## src/sv/stbs_pkg.sv

```systemverilog
// ----------------------------------------------------------------------------
// stbs_pkg
// Shared types and codes for the sorted table binary search block.
// ----------------------------------------------------------------------------
package stbs_pkg;

  localparam int VALUE_W  = 32;
  localparam int STATUS_W = 2;
  localparam int POS_W    = 4;

  localparam logic [STATUS_W-1:0] STATUS_LOADED   = 2'd0;
  localparam logic [STATUS_W-1:0] STATUS_FOUND    = 2'd1;
  localparam logic [STATUS_W-1:0] STATUS_NOTFOUND = 2'd2;
  localparam logic [STATUS_W-1:0] STATUS_FULL     = 2'd3;

  localparam logic KIND_LOAD   = 1'b0;
  localparam logic KIND_SEARCH = 1'b1;

  typedef enum logic {
    ST_IDLE,
    ST_SEARCH
  } state_t;

  // Link handed from one cell to the next one up the chain.
  typedef struct packed {
    logic                      valid;
    logic                      gt;
    logic signed [VALUE_W-1:0] value;
  } link_t;

endpackage

```

## src/sv/stbs_cell.sv

```systemverilog
// ----------------------------------------------------------------------------
// stbs_cell
// One slot of the sorted chain: holds a value, compares it against the
// broadcast word and shifts up by one place on an ordered insert.
// ----------------------------------------------------------------------------
module stbs_cell (
  input  logic                               clk,
  input  logic                               rst_n,
  input  logic                               shift_en,
  input  logic signed [stbs_pkg::VALUE_W-1:0] bcast,
  input  stbs_pkg::link_t                    left,
  output stbs_pkg::link_t                    link,
  output logic                               eq
);

  logic                               valid_r;
  logic                               valid_nxt;
  logic signed [stbs_pkg::VALUE_W-1:0] value_r;
  logic signed [stbs_pkg::VALUE_W-1:0] value_nxt;
  logic                               gt;
  logic                               take;

  assign gt   = valid_r && (value_r > bcast);
  assign eq   = valid_r && (value_r == bcast);
  assign take = shift_en && (gt || (!valid_r && left.valid));

  always_comb begin
    valid_nxt = valid_r || (shift_en && left.valid);
    value_nxt = value_r;
    if (take) begin
      value_nxt = left.gt ? left.value : bcast;
    end
  end

  always_ff @(posedge clk) begin
    if (!rst_n) begin
      valid_r <= 1'b0;
    end else begin
      valid_r <= valid_nxt;
    end
  end

  always_ff @(posedge clk) begin
    value_r <= value_nxt;
  end

  assign link.valid = valid_r;
  assign link.gt    = gt;
  assign link.value = value_r;

endmodule

```

## src/sv/sorted_table_binary_search.sv

```systemverilog
// ----------------------------------------------------------------------------
// sorted_table_binary_search
// Sorted value table with binary search lookup.
// ----------------------------------------------------------------------------
// Requests arrive on in_valid/in_ready with in_kind and in_value; each one
// yields exactly one result on out_valid/out_ready with out_status and
// out_position.
// A load request inserts its value in order into a chain of DEPTH cells in
// the cycle it is accepted; its result is registered and shows in the next
// cycle. Loads run at one per cycle while out_ready stays high. A load into
// a full table is dropped and answered with the full status.
// A search request walks a binary search over the chain, one midpoint per
// cycle, reading the compare flags of the cell at the midpoint. No request
// is taken while a search runs.
// The result register holds while out_ready is low; a new request is taken
// only when that register is empty or being emptied in the same cycle.
// Reset (rst_n low, synchronous) empties the table and drops any result.
// ----------------------------------------------------------------------------
module sorted_table_binary_search #(
  parameter int DEPTH = 16
) (
  input  logic                                clk,
  input  logic                                rst_n,
  input  logic                                in_valid,
  output logic                                in_ready,
  input  logic                                in_kind,
  input  logic signed [stbs_pkg::VALUE_W-1:0] in_value,
  output logic                                out_valid,
  input  logic                                out_ready,
  output logic [stbs_pkg::STATUS_W-1:0]       out_status,
  output logic [stbs_pkg::POS_W-1:0]          out_position
);

  localparam int IDX_W = (DEPTH > 1) ? $clog2(DEPTH) : 1;
  localparam int CNT_W = $clog2(DEPTH + 1);

  stbs_pkg::state_t state_r, state_nxt;

  logic [CNT_W-1:0]                    count_r, count_nxt;
  logic [CNT_W-1:0]                    lo_r, lo_nxt;
  logic [CNT_W-1:0]                    hi_r, hi_nxt;
  logic signed [stbs_pkg::VALUE_W-1:0] key_r, key_nxt;
  logic                                out_valid_r, out_valid_nxt;
  logic [stbs_pkg::STATUS_W-1:0]       out_status_r, out_status_nxt;
  logic [stbs_pkg::POS_W-1:0]          out_pos_r, out_pos_nxt;

  logic                                accept;
  logic                                full;
  logic                                shift_en;
  logic signed [stbs_pkg::VALUE_W-1:0] bcast;
  logic [CNT_W:0]                      mid_sum;
  logic [IDX_W-1:0]                    mid;
  logic [IDX_W+stbs_pkg::POS_W-1:0]    mid_ext;
  logic [CNT_W-1:0]                    mid_cnt;
  logic                                search_end;
  logic                                mid_eq;
  logic                                mid_gt;

  stbs_pkg::link_t links [DEPTH+1];
  logic [DEPTH-1:0] eq_vec;
  logic [DEPTH-1:0] gt_vec;

  assign in_ready = (state_r == stbs_pkg::ST_IDLE) && (!out_valid_r || out_ready);
  assign accept   = in_valid && in_ready;
  assign full     = (count_r == CNT_W'(DEPTH));
  assign shift_en = accept && (in_kind == stbs_pkg::KIND_LOAD) && !full;
  assign bcast    = (state_r == stbs_pkg::ST_SEARCH) ? key_r : in_value;

  assign links[0].valid = 1'b1;
  assign links[0].gt    = 1'b0;
  assign links[0].value = '0;

  for (genvar i = 0; i < DEPTH; i++) begin : g_cell
    stbs_cell u_cell (
      .clk      (clk),
      .rst_n    (rst_n),
      .shift_en (shift_en),
      .bcast    (bcast),
      .left     (links[i]),
      .link     (links[i+1]),
      .eq       (eq_vec[i])
    );
    assign gt_vec[i] = links[i+1].gt;
  end

  assign mid_sum    = {1'b0, lo_r} + {1'b0, hi_r} - (CNT_W+1)'(1);
  assign mid        = mid_sum[IDX_W:1];
  assign mid_ext    = {{stbs_pkg::POS_W{1'b0}}, mid};
  assign mid_cnt    = CNT_W'(mid);
  assign search_end = (lo_r >= hi_r);
  assign mid_eq     = eq_vec[mid];
  assign mid_gt     = gt_vec[mid];

  // Next state
  always_comb begin
    state_nxt = state_r;
    unique case (state_r)
      stbs_pkg::ST_IDLE: begin
        if (accept && (in_kind == stbs_pkg::KIND_SEARCH)) begin
          state_nxt = stbs_pkg::ST_SEARCH;
        end
      end
      stbs_pkg::ST_SEARCH: begin
        if (search_end || mid_eq) begin
          state_nxt = stbs_pkg::ST_IDLE;
        end
      end
      default: state_nxt = stbs_pkg::ST_IDLE;
    endcase
  end

  // Datapath and result register
  always_comb begin
    count_nxt      = count_r;
    lo_nxt         = lo_r;
    hi_nxt         = hi_r;
    key_nxt        = key_r;
    out_valid_nxt  = out_valid_r && !out_ready;
    out_status_nxt = out_status_r;
    out_pos_nxt    = out_pos_r;
    unique case (state_r)
      stbs_pkg::ST_IDLE: begin
        if (accept) begin
          if (in_kind == stbs_pkg::KIND_LOAD) begin
            out_valid_nxt = 1'b1;
            out_pos_nxt   = '0;
            if (full) begin
              out_status_nxt = stbs_pkg::STATUS_FULL;
            end else begin
              out_status_nxt = stbs_pkg::STATUS_LOADED;
              count_nxt      = count_r + CNT_W'(1);
            end
          end else begin
            lo_nxt  = '0;
            hi_nxt  = count_r;
            key_nxt = in_value;
          end
        end
      end
      stbs_pkg::ST_SEARCH: begin
        priority if (search_end) begin
          out_valid_nxt  = 1'b1;
          out_status_nxt = stbs_pkg::STATUS_NOTFOUND;
          out_pos_nxt    = '0;
        end else if (mid_eq) begin
          out_valid_nxt  = 1'b1;
          out_status_nxt = stbs_pkg::STATUS_FOUND;
          out_pos_nxt    = mid_ext[stbs_pkg::POS_W-1:0];
        end else if (mid_gt) begin
          hi_nxt = mid_cnt;
        end else begin
          lo_nxt = mid_cnt + CNT_W'(1);
        end
      end
      default: begin
        out_valid_nxt = 1'b0;
      end
    endcase
  end

  always_ff @(posedge clk) begin
    if (!rst_n) begin
      state_r     <= stbs_pkg::ST_IDLE;
      count_r     <= '0;
      out_valid_r <= 1'b0;
    end else begin
      state_r     <= state_nxt;
      count_r     <= count_nxt;
      out_valid_r <= out_valid_nxt;
    end
  end

  always_ff @(posedge clk) begin
    lo_r         <= lo_nxt;
    hi_r         <= hi_nxt;
    key_r        <= key_nxt;
    out_status_r <= out_status_nxt;
    out_pos_r    <= out_pos_nxt;
  end

  assign out_valid    = out_valid_r;
  assign out_status   = out_status_r;
  assign out_position = out_pos_r;

endmodule
```

## config.mk

```make
export PLATFORM = sky130hd
export DESIGN_NAME = sorted_table_binary_search
export DESIGN_NICKNAME = d
export VERILOG_FILES = /design/src/sv/stbs_pkg.sv /design/src/sv/stbs_cell.sv /design/src/sv/sorted_table_binary_search.sv
export SDC_FILE = /design/constraint.sdc
export NUM_CORES = 2
export LEC_CHECK = 0
export BUFFER_PORTS_ARGS = -buffer_cell sky130_fd_sc_hd__buf_2
export CAP_MARGIN = 20
export CORE_MARGIN = 2
export CORE_UTILIZATION = 35
export CTS_BUF_LIST = sky130_fd_sc_hd__clkbuf_8
export CTS_CLUSTER_SIZE = 24
export DETAILED_ROUTE_END_ITERATION = 12
export PLACE_DENSITY = 0.5
export SLEW_MARGIN = 20
export SYNTH_ARGS = -nofsm -noshare
export SYNTH_HDL_FRONTEND = slang
export SYNTH_SLANG_ARGS = --single-unit
```

## constraint.sdc

```tcl
create_clock -name clk -period 6.15 [get_ports clk]
set_input_delay 1.23 -clock clk [delete_from_list [all_inputs] [get_ports clk]]
set_output_delay 1.23 -clock clk [all_outputs]
set_load 0.05 [all_outputs]
```

# Word-level counts from Yosys, hierarchy flattened
# Cells that the tools add are included.
[totals] regBits=583 latch_bits=0 ramBits=0 rom_bits=0 in_bits=37 word_cells=283 memories=0
[classes] add_sub_neg=4 n_mul=0 n_div=0 magnitude_cmp=18 n_eq_ne=25 n_shift=0 muxes=51 bitwise_logic=3 reduce_logical=142
[op_table] operator="equality test 32 bit" count=16
[op_table] operator="> comparator 32 bit" count=16
[op_table] operator="two-way mux 32 bit" count=16
[op_table] operator="logical AND 1 bit" count=84
[op_table] operator="two-way mux 5 bit" count=10
[op_table] operator="logical OR 1 bit" count=34
[op_table] operator="case mux 5 bit (2 select lines)" count=2
[op_table] operator="logical NOT 1 bit" count=19
[op_table] operator="two-way mux 4 bit" count=4
[op_table] operator="!= test 2 bit (second input constant)" count=6
[op_table] operator="two-way mux 2 bit" count=5
[op_table] operator="AND reduction 5 bit" count=2
[op_table] operator="binary-select mux 1 bit (select 4 bit)" count=2
[op_table] operator="two-way mux 1 bit" count=8
[op_table] operator="case mux 4 bit (2 select lines)" count=1
[op_table] operator="AND reduction 3 bit" count=2
[op_table] operator="adder 4 x 1 -> 5 bit (second input constant)" count=1
[op_table] operator="adder 5 x 1 -> 5 bit (second input constant)" count=1
[op_table] operator="adder 5 bit" count=1
[op_table] operator="equality test 5 bit (second input constant)" count=1
[op_table] operator=">= comparator 5 bit" count=1
[op_table] operator="less-than comparator 4 x 5 -> 1 bit (second input constant)" count=1
[op_table] operator="subtractor 5 x 1 -> 5 bit (second input constant)" count=1
[op_table] operator="case mux 1 bit (2 select lines)" count=2
[op_table] operator="5 further kinds" count=7

# Depth between registers and ports, before layout
[logic_depth] ltp_word=9 ltp_mapped=17

# Cells and area by module
# From an unflattened synthesis, not the netlist that was laid out.
[unflattened] hier_cells=3932 hier_area_um2=38086.5
[modules_own_cells] mod="stbs_cell" instances=16 cells_per_inst=232 area_per_inst_um2=2194.6
[modules_own_cells] mod="sorted_table_binary_search" instances=1 cells_per_inst=220 area_per_inst_um2=2972.9

# Worst setup path before layout
# OpenSTA, ideal clock, no wires.
[synth_timing] kind="input port to flip-flop" startpoint="input port in_value[9] (netlist name)" endpoint="register g_cell[4].u_cell.value_r[0] (netlist name) (enable)" setup_ps=421 arrival_ps=5672 required_ps=5729 path_slack_ps=57 path_stages=13 path_buffers=2 cell_sequence="mux2_2 -> clkbuf_1 -> inv_1 -> ha_1 -> a21o_1 -> a221o_1 -> a221oi_1 -> nor2_1 -> a211oi_1 -> mux2i_2 -> clkbuf_1 -> a21oi_1 -> nor2_1"
[synth_between] elab_chain_cells=5
[synth_lines] item="from (decl)" line_no="sorted_table_binary_search.sv:27" text="input logic signed [stbs_pkg::VALUE_W-1:0] in_value,"
[synth_lines] item="two-way mux 32 bit" line_no="sorted_table_binary_search.sv:67" text="assign bcast = (state_r == stbs_pkg::ST_SEARCH) ? key_r : in_value;"
[synth_lines] item="via bcast (one bit)" line_no="sorted_table_binary_search.sv:50" text="logic signed [stbs_pkg::VALUE_W-1:0] bcast;"
[synth_lines] item="> comparator 32 bit" line_no="stbs_cell.sv:23" text="assign gt = valid_r && (value_r > bcast);"
[synth_lines] item="logical AND 1 bit" line_no="stbs_cell.sv:23"
[synth_lines] item="logical OR 1 bit" line_no="stbs_cell.sv:25" text="assign take = shift_en && (gt || (!valid_r && left.valid));"
[synth_lines] item="logical AND 1 bit" line_no="stbs_cell.sv:25"
[synth_lines] item="via g_cell[4].u_cell.take" line_no="stbs_cell.sv:21" text="logic take;"
[synth_lines] item="to (signal assigned)" line_no="stbs_cell.sv:44" text="value_r <= value_nxt;"
[synth_lines] item="to (decl)" line_no="stbs_cell.sv:18" text="logic signed [stbs_pkg::VALUE_W-1:0] value_r;"
# The timed path passes the listed nets, and every way through them passes these cells.
# A chain may end at the register's enable or synchronous reset.

# Worst setup path in the final report
[layout_timing] startpoint="register state_r" endpoint="register lo_r[3] (enable)"
[layout_between] elab_chain_cells=7 word_cells_on_any_way=78 classes_between="16 x order compare; 21 x eq/ne; 5 x mux; 1 x bitwise; 35 x reduce/logical"
[layout_lines] item="from (decl)" line_no="sorted_table_binary_search.sv:37" text="stbs_pkg::state_t state_r, state_nxt;"
[layout_lines] item="from (signal assigned)" line_no="sorted_table_binary_search.sv:163" text="state_r <= stbs_pkg::ST_IDLE;"
[layout_lines] item="from (signal assigned)" line_no="sorted_table_binary_search.sv:167" text="state_r <= state_nxt;"
[layout_lines] item="two-way mux 32 bit" line_no="sorted_table_binary_search.sv:67"
[layout_lines] item="> comparator 32 bit / equality test 32 bit (equally long branches)" line_no="stbs_cell.sv:23, stbs_cell.sv:24"
[layout_lines] item="logical AND 1 bit, on equally long branches" line_no="stbs_cell.sv:23, stbs_cell.sv:24"
[layout_lines] item="binary-select mux 1 bit (select 4 bit), on equally long branches" line_no="sorted_table_binary_search.sv:92, sorted_table_binary_search.sv:91"
[layout_lines] item="two-way mux 1 bit, on equally long branches" line_no="sorted_table_binary_search.sv:92, sorted_table_binary_search.sv:91"
[layout_lines] item="!= test 2 bit (no source line)"
[layout_lines] item="AND reduction 5 bit (no source line) *"
[layout_lines] item="to (signal assigned)" line_no="sorted_table_binary_search.sv:174" text="lo_r <= lo_nxt;"
[layout_lines] item="to (decl)" line_no="sorted_table_binary_search.sv:40" text="logic [CNT_W-1:0] lo_r, lo_nxt;"
# Every way passes the cells marked *; elsewhere a longest branch is shown, timed or not. The select of a mux whose other input is x is not followed.

==> summary.md <==
| Metric | Value |
|---|---|
| # hold bufs at CTS | `0` |
| Clock tree root driver cell | `clkbuf_8` |
| Ys Warns | `0` |
| Layout Skew | `0.0423 ns` |
| # rows | `117` |
| Largest net degree at the start of global routing | `65` |
| Htree depth | `3` |
| Clock Pin Slew Worst Setup and Hold Paths | `approximately 0.060 ns` |
| Setup WS pre-CTS | `0.339 ns` |
| Pre-antenna DRT Iters | `7` |
| Io pins | `45` |
| Combinational share of power | `0.266` |
| Hold_sp | `count_r[1]` |
| WHS Path Cells | `2` |
| Worst path slowest cell | `dfxtp_2` |
| Setup_tns | `0 ns` |
| Total number of vias | `around 25,000` |
| Cells after Synth | `2,924` |
| Finished Cell Area | `40,900 µm²` |
| Sw Share | `0.334` |
| Clock Power Share | `0.319` |
| Sequential fraction of design power | `0.415` |
| Core ar. | `102,000 µm²` |
| Number of gates resized after CTS | `0` |
| Avg Synthesized Cell Area | `12.3 µm²` |
| Seq cells post-synth | `583` |
| Worst Hold Slack | `0.515 ns` |
| Synth unique cells | `74` |
| Synth area leaders | `edfxtp_1 47%, ha_1 18%, mux2_2 13%` |
| Max FO, Critical Path | `32` |
| Tmin final | `5.68 ns` |
| Fillers | `9,697` |
| Final setup fails | `0` |
| Max-cap violation count | `0` |
| Startpoint types | `flip-flop` |
| Die ar. | `106,000 µm²` |
| Post-CTS Setup Repair Bufs | `0` |
| Multi-input logic area | `18,200 µm²` |
| Post-route antenna net violation count | `0` |
| Hold Fails Final Rpt | `0` |
| Dpl cell area | `39,000 µm²` |
| Die Span X | `325 µm` |
| Area Overhead vs Synth | `13.5%` |
| Largest area contributor in the netlist | `edfxtp_1` |
| Antenna violations before repair | `4` |
| CTS Buf Count | `110` |
| Syn nets | `about 3,500` |
| Number of buffers on the longest clock path | `3` |
| Seq/Total Area, Yosys | `0.479` |
| Via/cell ratio | `5.39` |
| Final wirelength | `99.5 mm` |
| R2R cell count | `14` |
| R2R Path End | `lo_r[3]` |
| Initial Util | `0.353` |
| Final net count | `3,685` |
| Worst hold-check path type | `flip-flop to flip-flop` |
| Total clock sinks | `583` |
| GRT Total Usage | `0.187` |
| Placer's final routability congestion estimate | `~0.9` |
| Post-synthesis cell area | `36,100 µm²` |
| Util after Layout | `0.401` |
| Outcome | `finished clean` |
| Maximum vdd drop | `approximately 170 µV` |
| Leakage Power | `15.7 nW` |
| Vias in the first global route | `25,826` |
| First-pass GRT wire length | `between 150 and 200 mm` |
| Endpoint class of the critical path | `flip-flop` |
| P_sw | `3.68 mW` |
| Setup WS post-layout | `~0.47 ns` |
| Gr ovfl total | `0` |
| Slew headroom | `0.268` |
| Family with the most delay on the worst path | `compound AO/OA/AOI/OAI gates` |
| Crit path kind | `flip-flop to flip-flop` |
| Synth top area share | `0.466` |
| Final worst path period share | `0.924` |
| Most Frequent Cell on Critical Path | `buf_4` |
| Origin of the critical flop-to-flop path | `state_r` |
| Crit path arrival time | `6.11 ns` |
| PD cells | `270 nW/µm²` |
| Share of layout cells above drive strength 1 | `0.242` |
| Slew Viols, Final | `0` |
| RSZ-0062 raised after global routing | `no` |
| Commonest non-fill, non-tap cell in the layout | `edfxtp_1` |
| Wire per inst | `21.7 µm` |
| Critical Path RT | `about 6.6 ns` |
| Starting DRT DRC Count | `between 1,500 and 2,000` |
| Worst path bufs/invs | `3` |
| CP Cell Sequence | `mux2_2 > inv_1 > buf_4 > ha_1 > a21oi_1 > a21boi_0 > o41ai_1 > o211a_1 > mux2i_1 > buf_4 > o2bb2ai_2 > a2111oi_2 > a41o_1 > a21o_1` |
| Top_reg_cell synth | `edfxtp_1` |
| Most frequent cells in the layout | `560 x edfxtp_1, 527 x ha_1, 410 x mux2_2, 322 x a21oi_1, 159 x nor2_1` |
| Fmax | `0.176 GHz` |
| Worst-Skew Late Latency | `0.76 ns` |
| Residual DRC | `0` |
| Slowest Stage Delay on Critical Path | `0.93 ns` |
| Die height | `325 µm` |
| Hold EP | `count_r[1]` |
| Port buffer count | `44` |
| Detailed Place HPWL | `76.9 mm` |
| Number of enable flip-flop cells after synthesis | `560` |
| CTS tree | `built` |
| Cell internal pwr | `7.35 mW` |
| Async SR Flop Fraction | `0` |
| Seq. cell area | `around 17,000 µm²` |
| Slew @ Worst Pin | `1.09 ns` |
| R2R Setup Slk | `around 0.47 ns` |
through the flow:
| step | total power [mW] | cells |
|---|---|---|
| detailed placement | 7.51 | 4376 |
| floorplan | 6.36 | 2924 |
| finish | 11.0 | 4581 |
| global placement | 7.46 | 4376 |
| global route | 11.6 | 4581 |
| CTS | 11.1 | 4580 |
layout make-up:
class / instances / share of cell area
Clock buffer: 111 / 0.0373
Tap cell: 1368 / 0.0418
Inverter: 96 / 0.00880
Antenna cell: 1 / 0.0000611
Timing Repair Buffer: 190 / 0.0343
Sequential cell: 583 / 0.422
Clock inverter: 93 / 0.0108
Multi-Input combinational cell: 2139 / 0.445
per-layer routing:
metal / global-route usage / wire [µm]
met5: 0 / 22
met4: 0.0764 / 4110
met3: 0.0371 / 5190
met2: 0.303 / 45500
met1: 0.243 / 44700
state kept, by name, summed over array words and instances, names as in the netlist, 2 cells and up:
name and cells:
out_position 4, g_cell.u_cell.value_r 512, g_cell.u_cell.valid_r 16, lo_r 5, hi_r 5, key_r 32, out_status 2, count_r 5
worst max-delay path by stage:
stage | from | to | slack (ns) | depth (start not counted)
finish | state_r | lo_r[3] | 0.47 | 14
global placement | in_value[24] | hi_r[3] | 0.16 | 16
detailed placement | in_value[9] | lo_r[4] | 0.34 | 16
global route | state_r | lo_r[2] | 0.12 | 14
CTS | state_r | lo_r[3] | 0.47 | 15
floorplan | in_value[9] | g_cell[4].u_cell.value_r[0] | 0.06 | 13
cells by family after synthesis:
| group | after synthesis | share of synthesized area |
|---|---|---|
| compound gates | 589 | 0.0991 |
| flops | 583 | 0.479 |
| buf+inv | 202 | 0.0220 |
| mux | 416 | 0.130 |
| xor+xnor | 12 | 0.00291 |
| simple gates | 594 | 0.0838 |
| fa+ha+maj | 528 | 0.183 |
worst register-to-register path, delay by kind of cell, from the launching register on:
family / cells / cell delay (ns)
compound gates: 8 / 2.72
fa+ha+maj: 1 / 0.33
buf+inv: 3 / 0.49
flops: 1 / 0.93
mux: 2 / 0.88
power by group through the flow:
stage                     clock network, mW  registers [mW]  logic, mW
after floorplan                           0            4.66       1.70
after CTS                              3.63            4.58       2.87
final                                  3.52            4.58       2.94
after detailed placement                  0            4.66       2.85
after global routing                   3.78            4.58       3.20
after global placement                    0            4.66       2.80
cell usage after synthesis (16+ instances only):
master and number:
edfxtp_1 560, ha_1 527, mux2_2 410, a21oi_1 327, nor2_1 170, nand2_1 112
inv_1 96, nand4_1 96, clkbuf_1 71, o21ai_0 64, nand3_1 57, a21o_1 55
nor2b_1 40, dfxtp_1 23, and4_1 22, buf_2 21, a211oi_1 17, nor3_1 16
nor4_1 16, o211ai_1 16
(Power assumes the default switching activity.)
